`src/rtl/core/lfl_pkg.sv`:
```
// ----------------------------------------------------------------------------
// lfl_pkg
// Shared types, register indexes and verdict codes of the login flood limiter.
// ----------------------------------------------------------------------------
package lfl_pkg;

  localparam int unsigned USER_COUNT_DEF = 4096;

  localparam int unsigned UID_W    = 12;
  localparam int unsigned TIME_W   = 32;
  localparam int unsigned STAMP_W  = 16;
  localparam int unsigned MINUTE_W = 27;
  localparam int unsigned HOUR_W   = 21;
  localparam int unsigned CNT_W    = 8;
  localparam int unsigned CFG_W    = 8;
  localparam int unsigned CFG_IDX_W = 3;
  localparam int unsigned VERDICT_W = 2;

  localparam logic [CFG_IDX_W-1:0] CFG_REJECT_GAP    = 3'd0;
  localparam logic [CFG_IDX_W-1:0] CFG_REJECT_MINUTE = 3'd1;
  localparam logic [CFG_IDX_W-1:0] CFG_REJECT_HOUR   = 3'd2;
  localparam logic [CFG_IDX_W-1:0] CFG_DELAY_MINUTE  = 3'd3;
  localparam logic [CFG_IDX_W-1:0] CFG_DELAY_HOUR    = 3'd4;

  localparam logic [VERDICT_W-1:0] VERDICT_ACCEPT = 2'd0;
  localparam logic [VERDICT_W-1:0] VERDICT_DELAY  = 2'd1;
  localparam logic [VERDICT_W-1:0] VERDICT_REJECT = 2'd2;

  typedef struct packed {
    logic [CFG_W-1:0] reject_gap;
    logic [CFG_W-1:0] reject_minute;
    logic [CFG_W-1:0] reject_hour;
    logic [CFG_W-1:0] delay_minute;
    logic [CFG_W-1:0] delay_hour;
  } lfl_cfg_t;

  typedef struct packed {
    logic [HOUR_W-1:0]   hour_win;
    logic [MINUTE_W-1:0] minute_win;
    logic [CNT_W-1:0]    hour_cnt;
    logic [CNT_W-1:0]    minute_cnt;
    logic [STAMP_W-1:0]  last_time;
  } lfl_entry_t;

  typedef struct packed {
    logic [MINUTE_W-1:0] minute;
    logic [HOUR_W-1:0]   hour;
    logic [STAMP_W-1:0]  cur_time;
  } lfl_event_t;

endpackage

```
`src/rtl/core/lfl_prep.sv`:
```
// ----------------------------------------------------------------------------
// lfl_prep
// Input stage: table index (user modulo table size) and minute/hour windows
// by reciprocal multiply, registered estimate, then one-step correction.
// ----------------------------------------------------------------------------
module lfl_prep #(
  parameter int unsigned USER_COUNT = lfl_pkg::USER_COUNT_DEF
) (
  input  logic                              clk_i,
  input  logic                              load_i,
  input  logic [lfl_pkg::UID_W-1:0]         user_id_i,
  input  logic [lfl_pkg::TIME_W-1:0]        now_seconds_i,
  output logic [$clog2(USER_COUNT)-1:0]     idx_o,
  output lfl_pkg::lfl_event_t               event_o
);

  import lfl_pkg::*;

  localparam int unsigned IdxW  = $clog2(USER_COUNT);
  localparam int unsigned UidRw = 24;
  localparam logic [35:0] UidRecip  = 36'(64'd16777216 / 64'(USER_COUNT));
  localparam logic [31:0] MinRecip  = 32'(64'd4294967296 / 64'd60);
  localparam logic [31:0] HourRecip = 32'(64'd4294967296 / 64'd3600);
  localparam logic [UID_W-1:0] UserLow = UID_W'(USER_COUNT);

  logic [UID_W-1:0]    uid_q;
  logic [TIME_W-1:0]   now_q;
  logic [UID_W-1:0]    uq_q;
  logic [MINUTE_W-1:0] mq_q;
  logic [HOUR_W-1:0]   hq_q;

  logic [35:0]         uid_prod;
  logic [63:0]         min_prod;
  logic [63:0]         hour_prod;

  logic [UID_W-1:0]    uid_rem;
  logic [31:0]         uid_rem_ext;
  logic [31:0]         uid_fix;
  logic [TIME_W-1:0]   min_rem;
  logic [TIME_W-1:0]   hour_rem;

  assign uid_prod  = 36'(user_id_i) * UidRecip;
  assign min_prod  = 64'(now_seconds_i) * 64'(MinRecip);
  assign hour_prod = 64'(now_seconds_i) * 64'(HourRecip);

  always_ff @(posedge clk_i) begin
    if (load_i) begin
      uid_q <= user_id_i;
      now_q <= now_seconds_i;
      uq_q  <= uid_prod[UidRw +: UID_W];
      mq_q  <= min_prod[32 +: MINUTE_W];
      hq_q  <= hour_prod[32 +: HOUR_W];
    end
  end

  assign uid_rem     = uid_q - UID_W'(uq_q * UserLow);
  assign uid_rem_ext = 32'(uid_rem);
  assign uid_fix     = (uid_rem_ext >= 32'(USER_COUNT)) ? uid_rem_ext - 32'(USER_COUNT)
                                                        : uid_rem_ext;
  assign idx_o       = uid_fix[IdxW-1:0];

  assign min_rem  = now_q - 32'(32'(mq_q) * 32'd60);
  assign hour_rem = now_q - 32'(32'(hq_q) * 32'd3600);

  assign event_o.minute   = (min_rem >= 32'd60) ? mq_q + MINUTE_W'(1) : mq_q;
  assign event_o.hour     = (hour_rem >= 32'd3600) ? hq_q + HOUR_W'(1) : hq_q;
  assign event_o.cur_time = now_q[STAMP_W-1:0];

endmodule

```
`config.mk`:
```
export PLATFORM = sky130hd
export DESIGN_NAME = lfl_prep
export DESIGN_NICKNAME = d
export VERILOG_FILES = /design/src/rtl/core/lfl_pkg.sv /design/src/rtl/core/lfl_prep.sv
export SDC_FILE = /design/constraint.sdc
export NUM_CORES = 2
export LEC_CHECK = 0
export ABC_AREA = 0
export ABC_CLOCK_PERIOD_IN_PS = 16600
export BUFFER_PORTS_ARGS = -buffer_cell sky130_fd_sc_hd__buf_2
export CORE_ASPECT_RATIO = 0.9
export CORE_MARGIN = 5
export CORE_UTILIZATION = 30
export DETAILED_ROUTE_END_ITERATION = 12
export PLACE_DENSITY = 0.45
export SLEW_MARGIN = 25
export SYNTH_ARGS = -nofsm -noshare
export SYNTH_HDL_FRONTEND = slang
export SYNTH_SLANG_ARGS = --single-unit
```
`constraint.sdc`:
```
create_clock -name clk_i -period 16.6 [get_ports clk_i]
set_clock_uncertainty 0.2 [all_clocks]
set_input_delay 3.32 -clock clk_i [delete_from_list [all_inputs] [get_ports clk_i]]
set_output_delay 3.32 -clock clk_i [all_outputs]
set_load 0.02 [all_outputs]
```
-- Yosys cells after proc, flatten, opt, wreduce, memory -nomap -nowiden
Index checks and enable logic that the tools add are counted.
- mux-type cells: 3
- $lt $le $gt $ge: 3
- add/sub/neg operators: 5
- $mul: 4
- operators with widths (kind ; count):
    $sub A32 B32 Y32 ; 2
    $mul A32 B25 Y57 const B ; 1
    $mul A32 B20 Y52 const B ; 1
    $ge A32 B12 Y1 const B ; 1
    $ge A32 B6 Y1 const B ; 1
    $mul A27 B4 Y30 const B ; 1
    $mul A21 B8 Y28 const B ; 1
    $add A27 B1 Y27 const B ; 1
    $mux W27 ; 1
    $add A21 B1 Y21 const B ; 1
    $mux W21 ; 1
    $ge A12 B13 Y1 const B ; 1
    $mux W12 ; 1
    $sub A12 B1 Y12 const B ; 1
- output and inout port bits: 76
- register bits after elaboration: 92
- word-level logic and storage cells: 19

-- Longest topological paths before layout
- depth in word-level cells: 4
- gate-level depth with buffers: 30
- gate-level depth less buffers: 29

-- Worst setup path after synthesis
Ideal clock, no wire load.
- kind: register -> output
- from: reg hq_q[1]
- to: out event_o[34] in the netlist's numbering
- path slack: 5981 ps
- cell stages (with the launch flop): 31
- data arrival time: 7099 ps
- required time: 13080 ps
- cell sequence: edfxtp_1 > inv_1 > fa_1 > inv_1 > ha_1 > fa_1 > ha_1 > ha_1 > a21o_1 > a21oi_1 > o21bai_1 > a21oi_1 > o21bai_1 > a41o_1 > o22ai_1 > o21ai_0 > o41ai_1 > mux2i_1 > and3_1 > ha_1 > a22oi_1 > o22ai_1 > nor2_1 > o2111ai_1 > or4_1 > nor4_1 > nand4_1 > nor4b_2 > buf_2 > nor3_1 > xnor2_1
- RTL lines (what ; RTL line ; RTL):
    start, declared ; lfl_prep.sv:30 ; logic [HOUR_W-1:0] hq_q;
    start signal, assigned ; lfl_prep.sv:52 ; hq_q <= hour_prod[32 +: HOUR_W];
    end, declared ; lfl_prep.sv:14 ; output lfl_pkg::lfl_event_t event_o

==> impl_metrics.ini <==
[status]
outcome = complete, no violations

[floorplanning]
row_count = 105
dieArea_mm2 = 0.0988
pin_count = 122
die_y_um = 299
die_x_um = 331
start_util_pct = 30.3
core_area_mm2 = 0.0916

[placement]
place.gp.congestion = 0.831
port-buffer-count = 121
dpl_cell_area_mm2 = 0.0298
dp_cells = 4079
place_hpwl_mm = 67.3

[sta]
min_period_ns = 12.11
grt_setup_unrepaired = no
fmax_ghz = 0.0825
slew_violations = 0
setup_violations = 0
final_hold_viol_count = 0
fin_tns_setup_ns = 0
slew_headroom_pct = 37.8
post-route-period-util_pct = 73.0
tightestPinTransition_ns = 0.932

[setup_path]
crit_path_start_kind = register
crit_arrival_ns = 8.59
end_kind = primary output
crit_top_cell = ha_1
max_stage_delay_ns = 0.58
required_ns = 13.08
crit_path_start = hq_q[1]
cp_slowest_cell = o41ai_1
critPathMaxFanout = 21
worstSetupPathType = register to primary output

[cts]
cts_hold_buf = 0
clkSlewWorstSetupHoldPaths_ns = 0.08
cts_buffer_depth = 2
clkSinkCount = 92
cts_resized = 0
cts_tree = done
cts_inserted_buffers = 9
cts_root_buf = clkbuf_16
htreeDepth = 3
cts_setup_buffers = 0

[synth]
ys_warn_count = 0
syn_inst = 2754
syn_nets = 3845
synth.cell_area_mm2 = 0.0278
avgSynthCellArea_um2 = 10.1
ys_ff_latch = 92
synth_top_cell_area_share_pct = 29.6
ys_types = 91
synth_top_flop_cell = edfxtp_1
netlist_top_cells_area = ha_1 (30%), fa_1 (28%), edfxtp_1 (9.9%), inv_1 (6.7%), xnor2_1 (3.0%)
yosysTopAreaCell = ha_1
async_flop_share_pct = 0
synth-edff-count = 92
synth-seq-area-share_pct = 9.95

[routing]
post_drt_wl_per_cell_um = 19.2
vias = 19900
viasPerCell = 4.85
drtIter0Drc = 864
drtAntennaViolNets = 0
drt_wl_total_mm = 78.7
drc = 0
first_pass_iters = 5

[global_route]
antenna_found_initial = 7
grt_pass1_wl_mm = 122
grt_max_degree = 63
grt_usage_pct = 16.1
first_global_vias = 21100
grt.overflow.total = 0

[finish]
fillers = 9597
syn_to_final_growth_pct = 8.41
drive_gt1_share_pct = 6.28
stdcell_area_mm2 = 0.0301
fin_nets = 3951
multi_input_area_mm2 = 0.0230
diodes = 0
ff_latch_area_mm2 = 0.00276
final_cells = 4095

[worst_hold_path]
min_path_type = primary input to register
hold_start = user_id_i[3]
hold_path_depth = 1

[run]
cap_viol_max_count = 0
-- cell type report --
class | instances | area share, %
multi-input cells | 2131 | 76.2
clock inverters | 7 | 0.308
clock buffers | 9 | 0.748
repair buffers | 129 | 2.22
inverters | 497 | 6.20
well taps | 1230 | 5.11
flip-flops and latches | 92 | 9.18
-- per-layer routing --
metal	global-route usage, %	up-vias	routed length (µm)
met1	22.1	9849	36600
met2	27.3	313	37800
met3	2.40	49	3020
li1	-	9668	-
met4	2.87	2	1260
met5	0	-	13
-- logic make-up (layout without fill, tap and decap cells) --
kind of cell	after synthesis	count (layout)	synth area share [%]
mux	12	12	0.446
flops	92	92	9.95
xor+xnor	159	159	5.01
compound gates	477	477	11.3
buf+inv	531	642	7.43
fa+ha+maj	1045	1045	57.5
simple gates	438	438	8.29
-- sequential cells by signal, summed over array words and instances (netlist names) --
name   count
uid_q     12
hq_q      21
mq_q      27
now_q     32
-- placed cells by master, fill, tap and decap left out, types with 7 or more instances in the layout --
cell	count
and4_1	7
nor4_1	7
o21bai_1	14
inv_1	497
ha_1	658
a21oi_1	132
nor3b_1	9
clkbuf_16	9
a2111oi_0	7
buf_2	120
and2_1	7
a21o_1	71
mux2i_1	9
a31oi_1	23
o2111ai_1	9
o21ai_0	87
nand2b_1	21
nor2_1	96
and3_1	30
nor3_1	49
nand4_1	26
o21a_1	12
nand3_1	37
xor2_1	64
nand2_1	79
o211ai_1	13
xnor2_1	95
or3_1	12
buf_4	9
edfxtp_1	92
fa_1	387
nor2b_1	23
o31ai_1	8
a211oi_1	13
-- worst max-delay path, delay by kind of cell, from the launching register on --
kind                       cells  cell delay, ns
AOI/OAI and AO/OA             12            2.60
adders and majority gates      6            2.22
buffers and inverters          4            0.64
DFF                            1            0.52
muxes                          2            0.61
and+or+nand+nor                6            1.59
-- final timing paths --
check	end	slack (ns)
worst max-delay path	event_o[17]	4.49
worst min-delay path	uid_q[3]	2.90
-- metrics by stage --
stage | hold WS (ns) | utilization (%) | setup slack, ns
detailed placement | 3.30 | 32.5 | 4.84
global route | 2.88 | 32.9 | 3.95
CTS | 2.87 | 32.9 | 4.35
finish | 2.90 | 32.9 | 4.49
floorplan | 3.22 | - | 5.98
global placement | 3.30 | 32.5 | 4.80
-- cells in the mapped netlist (11+ instances only) --
cell type	n
a211oi_1	13
a21o_1	71
a21oi_1	132
a31oi_1	23
and3_1	30
buf_4	17
clkbuf_1	11
edfxtp_1	92
fa_1	387
ha_1	658
inv_1	497
nand2_1	79
nand2b_1	21
nand3_1	37
nand4_1	26
nor2_1	96
nor2b_1	23
nor3_1	49
o211ai_1	13
o21a_1	12
o21ai_0	87
o21bai_1	14
or3_1	12
xnor2_1	95
xor2_1	64
Power is not shown: default switching activity piles up to over one toggle a cycle in this logic, so the estimate is an artifact.
