File: config.mk
export PLATFORM = sky130hd
export DESIGN_NAME = lfl_eval
export DESIGN_NICKNAME = d
export VERILOG_FILES = /design/src/rtl/core/lfl_pkg.sv /design/src/rtl/core/lfl_eval.sv
export SDC_FILE = /design/constraint.sdc
export NUM_CORES = 1
export LEC_CHECK = 0
export BUFFER_PORTS_ARGS = -buffer_cell sky130_fd_sc_hd__buf_2
export CAP_MARGIN = 10
export CORE_MARGIN = 4
export CORE_UTILIZATION = 45
export DETAILED_ROUTE_END_ITERATION = 8
export GPL_TIMING_DRIVEN = 0
export PLACE_DENSITY = 0.85
export SLEW_MARGIN = 20
export SYNTH_ARGS = -nofsm -noshare
export SYNTH_HDL_FRONTEND = slang
export SYNTH_SLANG_ARGS = --single-unit
File: constraint.sdc
create_clock -name vclk -period 4.8
set_input_delay 0.48 -clock vclk [all_inputs]
set_output_delay 0.48 -clock vclk [all_outputs]
set_load 0.02 [all_outputs]
File: src/rtl/core/lfl_pkg.sv
// ----------------------------------------------------------------------------
// lfl_pkg
// Shared types, register indexes and verdict codes of the login flood limiter.
// ----------------------------------------------------------------------------
package lfl_pkg;

  localparam int unsigned USER_COUNT_DEF = 4096;

  localparam int unsigned UID_W    = 12;
  localparam int unsigned TIME_W   = 32;
  localparam int unsigned STAMP_W  = 16;
  localparam int unsigned MINUTE_W = 27;
  localparam int unsigned HOUR_W   = 21;
  localparam int unsigned CNT_W    = 8;
  localparam int unsigned CFG_W    = 8;
  localparam int unsigned CFG_IDX_W = 3;
  localparam int unsigned VERDICT_W = 2;

  localparam logic [CFG_IDX_W-1:0] CFG_REJECT_GAP    = 3'd0;
  localparam logic [CFG_IDX_W-1:0] CFG_REJECT_MINUTE = 3'd1;
  localparam logic [CFG_IDX_W-1:0] CFG_REJECT_HOUR   = 3'd2;
  localparam logic [CFG_IDX_W-1:0] CFG_DELAY_MINUTE  = 3'd3;
  localparam logic [CFG_IDX_W-1:0] CFG_DELAY_HOUR    = 3'd4;

  localparam logic [VERDICT_W-1:0] VERDICT_ACCEPT = 2'd0;
  localparam logic [VERDICT_W-1:0] VERDICT_DELAY  = 2'd1;
  localparam logic [VERDICT_W-1:0] VERDICT_REJECT = 2'd2;

  typedef struct packed {
    logic [CFG_W-1:0] reject_gap;
    logic [CFG_W-1:0] reject_minute;
    logic [CFG_W-1:0] reject_hour;
    logic [CFG_W-1:0] delay_minute;
    logic [CFG_W-1:0] delay_hour;
  } lfl_cfg_t;

  typedef struct packed {
    logic [HOUR_W-1:0]   hour_win;
    logic [MINUTE_W-1:0] minute_win;
    logic [CNT_W-1:0]    hour_cnt;
    logic [CNT_W-1:0]    minute_cnt;
    logic [STAMP_W-1:0]  last_time;
  } lfl_entry_t;

  typedef struct packed {
    logic [MINUTE_W-1:0] minute;
    logic [HOUR_W-1:0]   hour;
    logic [STAMP_W-1:0]  cur_time;
  } lfl_event_t;

endpackage

File: src/rtl/core/lfl_eval.sv
// ----------------------------------------------------------------------------
// lfl_eval
// Verdict and updated table entry for one login event and its stored entry.
// ----------------------------------------------------------------------------
module lfl_eval (
  input  lfl_pkg::lfl_cfg_t                cfg_i,
  input  lfl_pkg::lfl_event_t              event_i,
  input  lfl_pkg::lfl_entry_t              entry_i,
  output logic                             we_o,
  output lfl_pkg::lfl_entry_t              entry_o,
  output logic [lfl_pkg::VERDICT_W-1:0]    verdict_o
);

  import lfl_pkg::*;

  logic [STAMP_W-1:0] gap;
  logic [CNT_W-1:0]   mcnt;
  logic [CNT_W-1:0]   hcnt;
  logic [CNT_W-1:0]   mcnt_inc;
  logic [CNT_W-1:0]   hcnt_inc;
  logic               reject;
  logic               delay;

  always_comb begin
    gap = (entry_i.last_time >= event_i.cur_time) ? entry_i.last_time - event_i.cur_time
                                                  : event_i.cur_time - entry_i.last_time;
    mcnt = (entry_i.minute_win == event_i.minute) ? entry_i.minute_cnt : '0;
    hcnt = (entry_i.hour_win == event_i.hour) ? entry_i.hour_cnt : '0;
    mcnt_inc = (mcnt == '1) ? mcnt : mcnt + CNT_W'(1);
    hcnt_inc = (hcnt == '1) ? hcnt : hcnt + CNT_W'(1);
    reject = (gap <= STAMP_W'(cfg_i.reject_gap)) || (mcnt > cfg_i.reject_minute) ||
             (hcnt > cfg_i.reject_hour);
    delay  = (mcnt_inc > cfg_i.delay_minute) || (hcnt_inc > cfg_i.delay_hour);

    entry_o.hour_win   = event_i.hour;
    entry_o.minute_win = event_i.minute;
    entry_o.hour_cnt   = hcnt_inc;
    entry_o.minute_cnt = mcnt_inc;
    entry_o.last_time  = event_i.cur_time;
    we_o = !reject;

    priority if (reject) begin
      verdict_o = VERDICT_REJECT;
    end else if (delay) begin
      verdict_o = VERDICT_DELAY;
    end else begin
      verdict_o = VERDICT_ACCEPT;
    end
  end

endmodule

[Word level (Yosys, flattened, before mapping)]
Index checks and enable logic that the tools add are counted.
Operators by class
  add/subtract/negate cells: 4
  order comparisons: 6
  equal/unequal tests: 4
  multiplexer cells: 7
  reductions and logical operators: 4
Operators with widths (number)
  8-bit > comparator: 4
  8-bit two-way mux: 4
  16-bit subtractor: 2
  27-bit == test: 1
  21-bit == test: 1
  8-bit by 1-bit adder with 8-bit output (second input constant): 2
  8-bit == test (second input constant): 2
  16-bit >= comparator: 1
  16-bit by 8-bit <= comparator with 1-bit output: 1
  16-bit two-way mux: 1
  1-bit logical OR: 3
  2-bit two-way mux: 1
  1-bit zero test: 1
  1-bit two-way mux: 1
Word-level totals
  register bits after elaboration: 0
  input port bits: 184
  output and inout bits: 83
  logic and storage cells: 25

[Depth between registers and ports, before layout]
Gate-level depths: netlist of run 1.
  word-level depth: 8
  mapped depth: 22
  mapped depth without buffers: 21

[Worst setup path after synthesis of run 1]
OpenSTA, ideal clock, no wires.
  path type: input port to output port
  from: input port event_i[27] in the netlist's numbering
  to: output port verdict_o[0] in the netlist's numbering
  arrival: 4.300 ns
  required time: 4.320 ns
  setup slack: 0.020 ns
  stages on the path: 19
  buffers on the path: 1
  cell sequence: xor2_1 nor4_1 nand4_1 nor4_1 clkbuf_2 and2_1 ha_1 nand4_1 nor4_1 mux2_2 ha_1 nor2b_1 o21a_1 o21ai_0 nand2b_1 a21oi_1 o21ai_0 a21oi_1 a311oi_1
RTL lines
  start: declaration: line lfl_eval.sv:7  | input lfl_pkg::lfl_event_t event_i,
  end: declaration: line lfl_eval.sv:11  | output logic [lfl_pkg::VERDICT_W-1:0] verdict_o

[Final worst setup path of run 1]
  from: input port event_i[27] in the netlist's numbering
  to: output port verdict_o[0] in the netlist's numbering
On the way
  cells in the longest elaborated chain, start to end: 8
  elaborated cells between the ends (all ways): 11
  classes of those cells: add/sub: 1; order compare: 2; eq/ne: 2; mux: 4; reduce/logical: 2
RTL lines
  21-bit == test *: line lfl_eval.sv:28  | hcnt = (entry_i.hour_win == event_i.hour) ? entry_i.hour_cnt : '0;
  8-bit two-way mux *: line lfl_eval.sv:28
  8-bit by 1-bit adder with 8-bit output / 8-bit == test (equally long branches): line lfl_eval.sv:30  | hcnt_inc = (hcnt == '1) ? hcnt : hcnt + CNT_W'(1);
  8-bit two-way mux: line lfl_eval.sv:30
  8-bit > comparator: line lfl_eval.sv:33  | delay = (mcnt_inc > cfg_i.delay_minute) || (hcnt_inc > cfg_i.delay_hour);
  1-bit logical OR: line lfl_eval.sv:33
  1-bit two-way mux: line lfl_eval.sv:44  | end else if (delay) begin
  2-bit two-way mux *: line lfl_eval.sv:42  | priority if (reject) begin
Every way passes the cells marked *; elsewhere a longest branch is shown, timed or not.

==> impl_metrics.json, run 1 <==
{
  "outcome": "complete, no violations",
  "fin_util_pct": 67.5,
  "use_met2_pct": 46.6,
  "relSlewSlack_pct": 73.1,
  "gp_congestion": 0.948,
  "drc": 0,
  "grt_pass1_vias": 4838,
  "n_sequential_cell": 0,
  "cp.required_ns": 4.32,
  "finalHoldViolations": 0,
  "finalCriticalPeriod_ns": 4.77,
  "avgSynthCellArea_sq_um": 7.11,
  "muxShareOfSynthArea_pct": 2.31,
  "use_met3_pct": 2.99,
  "dieArea_sq_um": 10700,
  "cp_slowest_cell": "or4_4",
  "antenna_found_initial": 2,
  "yosys.area_share.adder_pct": 23.2,
  "rsz0062_at_grt": "yes",
  "vdd_drop_max_mv": 0.0827,
  "final_antenna_net_count": 0,
  "max_stage_delay_ns": 0.63,
  "initial_core_util_pct": 46.7,
  "holdWs_ns": 1.29,
  "firstDrtPassIters": 4,
  "finalMaxSlewViolations": 0,
  "fin_cells": 972,
  "area_growth_pct": 44.4,
  "p_per_area_nw_per_um2": 95.3,
  "grt_max_degree": 11,
  "ys_types": 58,
  "holdPathStages": 3,
  "p_total_mw": 0.566,
  "die_x_um": 104,
  "grt_overflow_total": 0,
  "critical-path-top-delay-family": "simple AND/OR/NAND/NOR gates",
  "wl_um": 14100,
  "crit_path_end_kind": "primary output",
  "rows": 34,
  "synthXorXnorAreaFrac_pct": 14.7,
  "fin_crit_sh_pct": 99.3,
  "fmax_mhz": 210,
  "hold_path.startpoint": "event_i[47]",
  "drive_gt1_share_pct": 47.1,
  "port_buffers": 267,
  "dp_cells": 954,
  "criticalPathCategory": "input port to primary output",
  "final-setup-viol-count": 0,
  "coreArea_sq_um": 8810,
  "yosys-top-cells-area": "ha_1, buf_4, xor2_1, inv_1, xnor2_1",
  "ios": 267,
  "yosys_warnings": 0,
  "syn_inst": 579,
  "use_met1_pct": 28.5,
  "holdBufCountCts": 0,
  "start_kind": "input port",
  "wl_per_cell_um": 14.5,
  "layout.nets": 1123,
  "busiest_layer": "met2",
  "ys_seq_area_share_pct": 0,
  "synth_top_cell_by_area": "ha_1",
  "tightestPinTransition_ns": 0.403,
  "hp-class": "input port to primary output",
  "nClkBuffers": 0,
  "register_area_sq_um": 0,
  "synth_top_family_by_area": "adder cells",
  "critPathBufInv": 7,
  "cap_violations": 0,
  "synthSimpleGateAreaFrac_pct": 18.7,
  "netlist_area_sq_um": 4110,
  "critical_path_peak_fanout": 5,
  "dpl.hpwl_um": 12200,
  "crit_top_cell": "buf_4",
  "worstPathArrival_ns": 4.29,
  "yosys.area.top_type_share_pct": 22.2,
  "grt_pass1_wl_um": 22300,
  "grt.total_usage_pct": 24.2,
  "num_vias": 4952,
  "path_cells": "buf_2 > xor2_1 > nor4_2 > nand4_1 > nor4_2 > buf_4 > buf_4 > buf_4 > buf_4 > buf_4 > nand4_1 > or4_4 > and3_1 > xor2_1 > ha_1 > o21ai_1 > nand2b_1 > a21oi_1 > o21ai_1 > a21oi_1 > a311oi_1 > buf_4",
  "die_height_um": 104,
  "leakagePower_nw": 3.49,
  "holdPathEnd": "entry_o[42]",
  "dr.first_iter.drc_count": 167,
  "viasPerCell": 5.09,
  "synth_compound_area_share_pct": 20.0,
  "syn_nets": 838
}
cells in the final DEF, fill, tap and decap left out, drive strengths merged, types with 12 or more instances in the layout:
cell     n
nand2   27
nand3   12
nand4   17
xnor2   27
nor2    12
a21o    15
buf    360
o21ai   25
ha      73
a21oi   35
inv     81
xor2    42
and2    17
area by class of cell:
cell class                 instances  area, sq um
antenna                            2         5.00
buffer                            76          562
fill                             790         2870
inverter                          81          304
multi-input combinational        419         3450
tap                              108          135
timing repair buffer             286         1480
tightest hold or removal path: stages:
cell   delay [ns]
buf_2        0.09
buf_4        0.09
buf_2        0.14
stage by stage:
step / area [sq um] / TNS (ns) / setup WS (ns)
floorplan: 4110 / 0 / 0.0205
global placement: 5590 / -1.14 / -0.633
detailed placement: 5590 / -1.29 / -0.654
CTS: 5810 / 0 / 0.0232
global route: 5940 / -0.261 / -0.261
finish: 5940 / 0 / 0.0317
kinds of logic (layout without fill, tap and decap cells):
family	count (synthesis)	count (layout)
muxes	9	9
buffers and inverters	160	443
xor gates and xnor gates	69	69
other	0	2
adders and majority gates	75	75
AOI/OAI and AO/OA	128	128
and+or+nand+nor	138	138
power by group:
group	switching [mW]	internal, mW	total [mW]
registers	0	0	0
clock network	0	0.0000000558	0.0000000558
logic	0.298	0.268	0.566
synthesized netlist by cell type, types with 3 or more instances:
| cell type | n |
|---|---|
| a21o_1 | 15 |
| nand4_1 | 17 |
| xor2_1 | 42 |
| inv_1 | 81 |
| mux2_2 | 4 |
| buf_2 | 3 |
| nand3_1 | 12 |
| nand2b_1 | 9 |
| nor3_1 | 7 |
| a211oi_1 | 8 |
| mux2i_1 | 5 |
| clkbuf_1 | 6 |
| buf_4 | 66 |
| nor2b_1 | 8 |
| o211ai_1 | 7 |
| nand2_1 | 26 |
| o21ai_0 | 25 |
| nor2_1 | 12 |
| o21bai_1 | 3 |
| and3_1 | 5 |
| a31oi_1 | 7 |
| ha_1 | 73 |
| nor4_1 | 10 |
| a21oi_1 | 35 |
| xnor2_1 | 27 |
| o21a_1 | 9 |
| and2_1 | 16 |
how the worst max path moves through the flow:
stage | from | endpoint | depth (start not counted)
after global placement | event_i[27] | verdict_o[0] | 21
after detailed placement | event_i[27] | verdict_o[0] | 21
final | event_i[27] | verdict_o[0] | 22
after floorplan | event_i[27] | verdict_o[0] | 19
after CTS | event_i[47] | verdict_o[0] | 23
after global routing | event_i[49] | verdict_o[0] | 23
per-layer routing:
layer | wire length (um) | vias to the layer above
li1 | - | 2494
met1 | 5630 | 2255
met2 | 7310 | 177
met3 | 863 | 26
met4 | 316 | 0
met5 | 0 | -
repair_timing:
action	4_1_cts	5_1_grt
pin swaps	13	14
resized for setup	27	26
endpoints found under the setup margin	3	3
buffers inserted	15	4
No activity file was read; power rests on OpenSTA's default activity.
==> inputs of run 2 (changes only) <==
--- a/config.mk
+++ b/config.mk
@@ -7,11 +7,13 @@
 export LEC_CHECK = 0
 export BUFFER_PORTS_ARGS = -buffer_cell sky130_fd_sc_hd__buf_2
 export CAP_MARGIN = 10
+export CELL_PAD_IN_SITES_DETAIL_PLACEMENT = 1
+export CELL_PAD_IN_SITES_GLOBAL_PLACEMENT = 1
 export CORE_MARGIN = 4
-export CORE_UTILIZATION = 45
+export CORE_UTILIZATION = 30
 export DETAILED_ROUTE_END_ITERATION = 8
 export GPL_TIMING_DRIVEN = 0
-export PLACE_DENSITY = 0.85
+export PLACE_DENSITY = 0.93
 export SLEW_MARGIN = 20
 export SYNTH_ARGS = -nofsm -noshare
 export SYNTH_HDL_FRONTEND = slang
==> run 2 against run 1 <==
The run now ends with setup timing left. Via count up 11%. Fmax is 5.5% lower. Critical path type unchanged. Non-clock buffer count grew 15. First-iteration DRC count increased by 50%. Critical path depth grew 1. Wire length increased by 54%. Utilization shrank 20 points. Sequential share of layout area is the same.
==> impl_metrics.json, run 2 (synthesis gave the netlist of run 1 again) <==
{
  "register_area_sq_um": 0,
  "fin_cells": 1060,
  "n_sequential_cell": 0,
  "outcome": "finished with violations",
  "leakagePower_nw": 3.62,
  "initial_core_util_pct": 30.8,
  "gp_congestion": 0.949,
  "failed_checks": "setup timing",
  "drc": 0,
  "finalMaxSlewViolations": 0,
  "ios": 267,
  "layout.nets": 1138,
  "grt_pass1_vias": 5732,
  "firstDrtPassIters": 5,
  "finalCriticalPeriod_ns": 5.04,
  "dr.first_iter.drc_count": 250,
  "multi_input_area_sq_um": 3600,
  "seq_power_share_pct": 0,
  "die_x_um": 125,
  "grt_max_degree": 11,
  "fmax_mhz": 198,
  "hp-class": "input port to primary output",
  "holdBufCountCts": 0,
  "final_antenna_net_count": 0,
  "wl_per_cell_um": 20.5,
  "area_growth_pct": 54.4,
  "dpl_worst_slack_ns": -0.990,
  "grt_overflow_total": 0,
  "vdd_drop_max_mv": 0.0571,
  "grt_pass1_wl_um": 29500,
  "p_int_mw": 0.277,
  "switching_share_pct": 55.1,
  "fin_crit_sh_pct": 105,
  "fillCellCount": 1772,
  "num_vias": 5493,
  "dp_cells": 1022,
  "wl_um": 21700,
  "coreArea_sq_um": 13300,
  "start_kind": "input port",
  "cp.required_ns": 4.32,
  "criticalPathCategory": "input port to primary output",
  "drive_gt1_share_pct": 49.6,
  "final_common_cell": "buf_2",
  "critical_path_peak_fanout": 5,
  "fin_ws_ns": -0.243,
  "rsz0062_at_grt": "yes",
  "power.net_switching_mw": 0.341,
  "worstPathArrival_ns": 4.56,
  "p_clk_share_pct": 0,
  "port_buffers": 267,
  "rows": 42,
  "dpl.hpwl_um": 16100,
  "die_height_um": 125,
  "dieArea_sq_um": 15700,
  "relSlewSlack_pct": 70.6,
  "final-setup-viol-count": 1,
  "crit_path_end_kind": "primary output",
  "p_per_area_nw_per_um2": 97.3,
  "tns_ns": -0.243,
  "tightestPinTransition_ns": 0.440,
  "cap_violations": 0,
  "grt.total_usage_pct": 22.9,
  "finalHoldViolations": 0,
  "combPwrFrac_pct": 100.0,
  "viasPerCell": 5.18,
  "nClkBuffers": 0,
  "antenna_found_initial": 7,
  "final_cell_mix": "buf_2, buf_4, inv_1"
}
run 2: timing repair:
action	CTS	global route
endpoints found under the setup margin	3	3
buffers inserted	18	16
pin swaps	26	31
resized for setup	39	52
run 2: per-layer routing:
layer / vias to the layer above / share of wire [%] / track usage, % / wire length (um)
met4: 0 / 4.8 / 7.40 / 1050
met1: 2639 / 35 / 23.3 / 7570
li1: 2533 / - / - / -
met2: 255 / 54 / 47.2 / 11800
met3: 66 / 5.8 / 2.73 / 1260
met5: - / 0 / 0 / 0
run 2: area by class of cell:
class                      count  area share (%)
inverter                      81            4.82
antenna                        7           0.276
timing repair buffer         301            25.9
tap                          176            3.47
buffer                        76            8.88
multi-input combinational    419            56.7
run 2: per-stage QoR:
step                area [sq um]  utilization, %  power [mW]  hold slack (ns)
global placement            5670            42.5       0.526             1.29
CTS                         5990            44.8       0.567             1.28
finish                      6350            47.6       0.618             1.29
detailed placement          5670            42.5       0.551             1.30
global route                6350            47.6       0.670             1.30
floorplan                   4110               -       0.348             1.07
run 2: final timing paths:
| kind | start | endpoint | slack [ns] | cells past startpoint |
|---|---|---|---|---|
| worst min-delay path | event_i[23] | entry_o[66] | 1.29 | 3 |
| worst max-delay path | event_i[44] | verdict_o[0] | -0.24 | 23 |
run 2: power by group through the flow:
stage | Sequential (mW) | Clock, mW | Combinational [mW]
2_1_floorplan | 0 | 0 | 0.348
3_3_place_gp | 0 | 0 | 0.526
3_5_place_dp | 0 | 0 | 0.551
4_1_cts | 0 | 0 | 0.567
5_1_grt | 0 | 0.000000195 | 0.670
6_report | 0 | 0.000000195 | 0.618
run 2: critical path, stage by stage:
cell and delay (ns):
buf_2 0.13, xor2_1 0.19, nor4_2 0.35, nand4_1 0.18
nor4_2 0.33, buf_4 0.22, and2_4 0.17, ha_4 0.14
nand4_1 0.15, nor2_2 0.20, nand3_2 0.17, buf_6 0.18
nand3_1 0.06, o21a_1 0.15, ha_1 0.26, a21o_1 0.17
a21o_1 0.17, a21oi_1 0.21, o21ai_1 0.11, o21a_1 0.15
a21oi_2 0.15, a311oi_2 0.06, buf_4 0.19
==> inputs of run 3 (changes only) <==
--- a/config.mk
+++ b/config.mk
@@ -5,15 +5,15 @@
 export SDC_FILE = /design/constraint.sdc
 export NUM_CORES = 1
 export LEC_CHECK = 0
-export BUFFER_PORTS_ARGS = -buffer_cell sky130_fd_sc_hd__buf_2
-export CAP_MARGIN = 10
+export CAP_MARGIN = 30
 export CELL_PAD_IN_SITES_DETAIL_PLACEMENT = 1
 export CELL_PAD_IN_SITES_GLOBAL_PLACEMENT = 1
 export CORE_MARGIN = 4
 export CORE_UTILIZATION = 30
 export DETAILED_ROUTE_END_ITERATION = 8
+export DONT_BUFFER_PORTS = 1
 export GPL_TIMING_DRIVEN = 0
-export PLACE_DENSITY = 0.93
+export PLACE_DENSITY = 0.68
 export SLEW_MARGIN = 20
 export SYNTH_ARGS = -nofsm -noshare
 export SYNTH_HDL_FRONTEND = slang
==> run 3 against run 2 <==
The flow still finishes with violations (setup timing). Count of clock-buffer cells in the layout unchanged. Worst setup slack better by 0.079 ns. Utilization down 11 points. Total power down 25%. Cell area down 23%. Non-clock buffer count down 277. Largest cell class unchanged.
==> impl_metrics.json, run 3 (synthesis gave the netlist of run 1 again) <==
{
  "port_buffers": 0,
  "dpl.hpwl_um": 13300,
  "fin_ws_ns": -0.164,
  "drc": 0,
  "gp_congestion": 0.975,
  "relSlewSlack_pct": 54.2,
  "drive_gt1_share_pct": 24.8,
  "finalCriticalPeriod_ns": 4.96,
  "antenna_found_initial": 0,
  "wl_um": 15300,
  "dp_cells": 755,
  "outcome": "finished with violations",
  "grt.total_usage_pct": 17.9,
  "max_stage_delay_ns": 0.60,
  "firstDrtPassIters": 4,
  "fin_crit_sh_pct": 103,
  "area_growth_pct": 18.4,
  "p_int_mw": 0.200,
  "n_sequential_cell": 0,
  "holdPathEnd": "entry_o[12]",
  "grt_pass1_wl_um": 23600,
  "hp-class": "input port to primary output",
  "grt_max_degree": 11,
  "nClkBuffers": 0,
  "rsz0062_at_grt": "yes",
  "p_total_mw": 0.462,
  "grt_overflow_total": 0,
  "dr.first_iter.drc_count": 94,
  "wl_per_cell_um": 19.7,
  "grt_pass1_vias": 4421,
  "coreArea_sq_um": 13300,
  "final_antenna_net_count": 0,
  "layout.nets": 861,
  "worstPathArrival_ns": 4.48,
  "p_per_area_nw_per_um2": 94.8,
  "tightestPinTransition_ns": 0.682,
  "power.net_switching_mw": 0.262,
  "rows": 42,
  "die_height_um": 125,
  "p_clk_share_pct": 0,
  "final_cell_mix": "buf_4, inv_1, ha_1",
  "leakagePower_nw": 2.48,
  "finalMaxSlewViolations": 0,
  "initial_core_util_pct": 30.8,
  "switching_share_pct": 56.7,
  "fillCellCount": 1650,
  "start_kind": "input port",
  "fin_util_pct": 36.5,
  "n_antenna_cell": 0,
  "hold_path.startpoint": "event_i[12]",
  "ios": 267,
  "fin_cells": 776,
  "cp_slowest_cell": "or4_4",
  "seq_power_share_pct": 0,
  "die_x_um": 125,
  "final-setup-viol-count": 1,
  "viasPerCell": 5.21,
  "num_vias": 4041,
  "combPwrFrac_pct": 100.0,
  "finalHoldViolations": 0,
  "cp.required_ns": 4.32,
  "holdBufCountCts": 0,
  "dieArea_sq_um": 15700,
  "critical_path_peak_fanout": 5,
  "holdPathStages": 1,
  "register_area_sq_um": 0,
  "final_common_cell": "buf_4",
  "cap_violations": 0,
  "holdWs_ns": 1.07,
  "fmax_mhz": 201,
  "path_cells": "xor2_1 > nor4_4 > nand4_1 > nor4_4 > buf_4 > and2_4 > ha_4 > nand4_1 > buf_4 > or4_4 > and3_1 > xor2_4 > ha_1 > nand3_1 > o21ai_1 > a21oi_2 > a311oi_4",
  "failed_checks": "setup timing",
  "criticalPathCategory": "input port to primary output",
  "vdd_drop_max_mv": 0.0417,
  "crit_path_end_kind": "primary output"
}
-- run 3: cell types whose count changed in the layout (fill, tap and decap cells not counted), sizes merged --
cell / change
diode: -7
buf: -276
clkbuf: -1
-- run 3: how the worst max path moves through the flow --
stage | from | to | slack, ns | depth (start not counted)
finish | event_i[35] | verdict_o[0] | -0.16 | 17
global route | event_i[35] | verdict_o[0] | -0.38 | 20
CTS | event_i[56] | verdict_o[0] | -0.003 | 21
detailed placement | event_i[54] | verdict_o[0] | -1.02 | 21
global placement | event_i[54] | verdict_o[0] | -0.81 | 21
floorplan | event_i[27] | verdict_o[0] | 0.02 | 19
-- run 3: routing by layer --
metal | wire, um | global-route usage [%] | up-vias
met5 | 0 | 0 | -
met4 | 125 | 1.28 | 0
met3 | 777 | 2.60 | 10
met2 | 8580 | 36.4 | 133
met1 | 5810 | 20.2 | 1927
li1 | - | - | 1971
-- run 3: through the flow --
step                setup WS, ns  cell area, sq um  setup TNS [ns]
finish                    -0.164              4870          -0.164
global route              -0.383              4870          -0.383
CTS                     -0.00315              4620        -0.00315
detailed placement         -1.02              4330           -1.88
global placement          -0.808              4330           -1.43
floorplan                 0.0205              4110               0
-- run 3: worst max-delay path, delay by kind of cell --
kind	cells	cell delay (ns)
buf+inv	2	0.37
xor+xnor	2	0.37
simple gates	8	2.16
fa+ha+maj	2	0.41
compound gates	3	0.68
-- run 3: area by class of cell --
cell class                      count  area (sq um)  share of cell area, %
Buffer                             75           558                   11.5
Inverter                           81           304                   6.24
Multi-Input combinational cell    419          3600                   73.9
Tap cell                          176           220                   4.52
Timing Repair Buffer               25           188                   3.85
-- run 3: power groups by stage --
| stage | sequential [mW] | combinational (mW) | clock (mW) |
|---|---|---|---|
| floorplan | 0 | 0.348 | 0 |
| global placement | 0 | 0.414 | 0 |
| detailed placement | 0 | 0.428 | 0 |
| CTS | 0 | 0.448 | 0 |
| global route | 0 | 0.517 | 0 |
| finish | 0 | 0.462 | 0 |
-- run 3: timing repair --
action | 4_1_cts | 5_1_grt
buffers inserted | 11 | 14
setup endpoints to repair | 3 | 3
endpoints found under the hold margin | 0 | 0
gates resized for setup | 42 | 28
pin swaps | 15 | 25
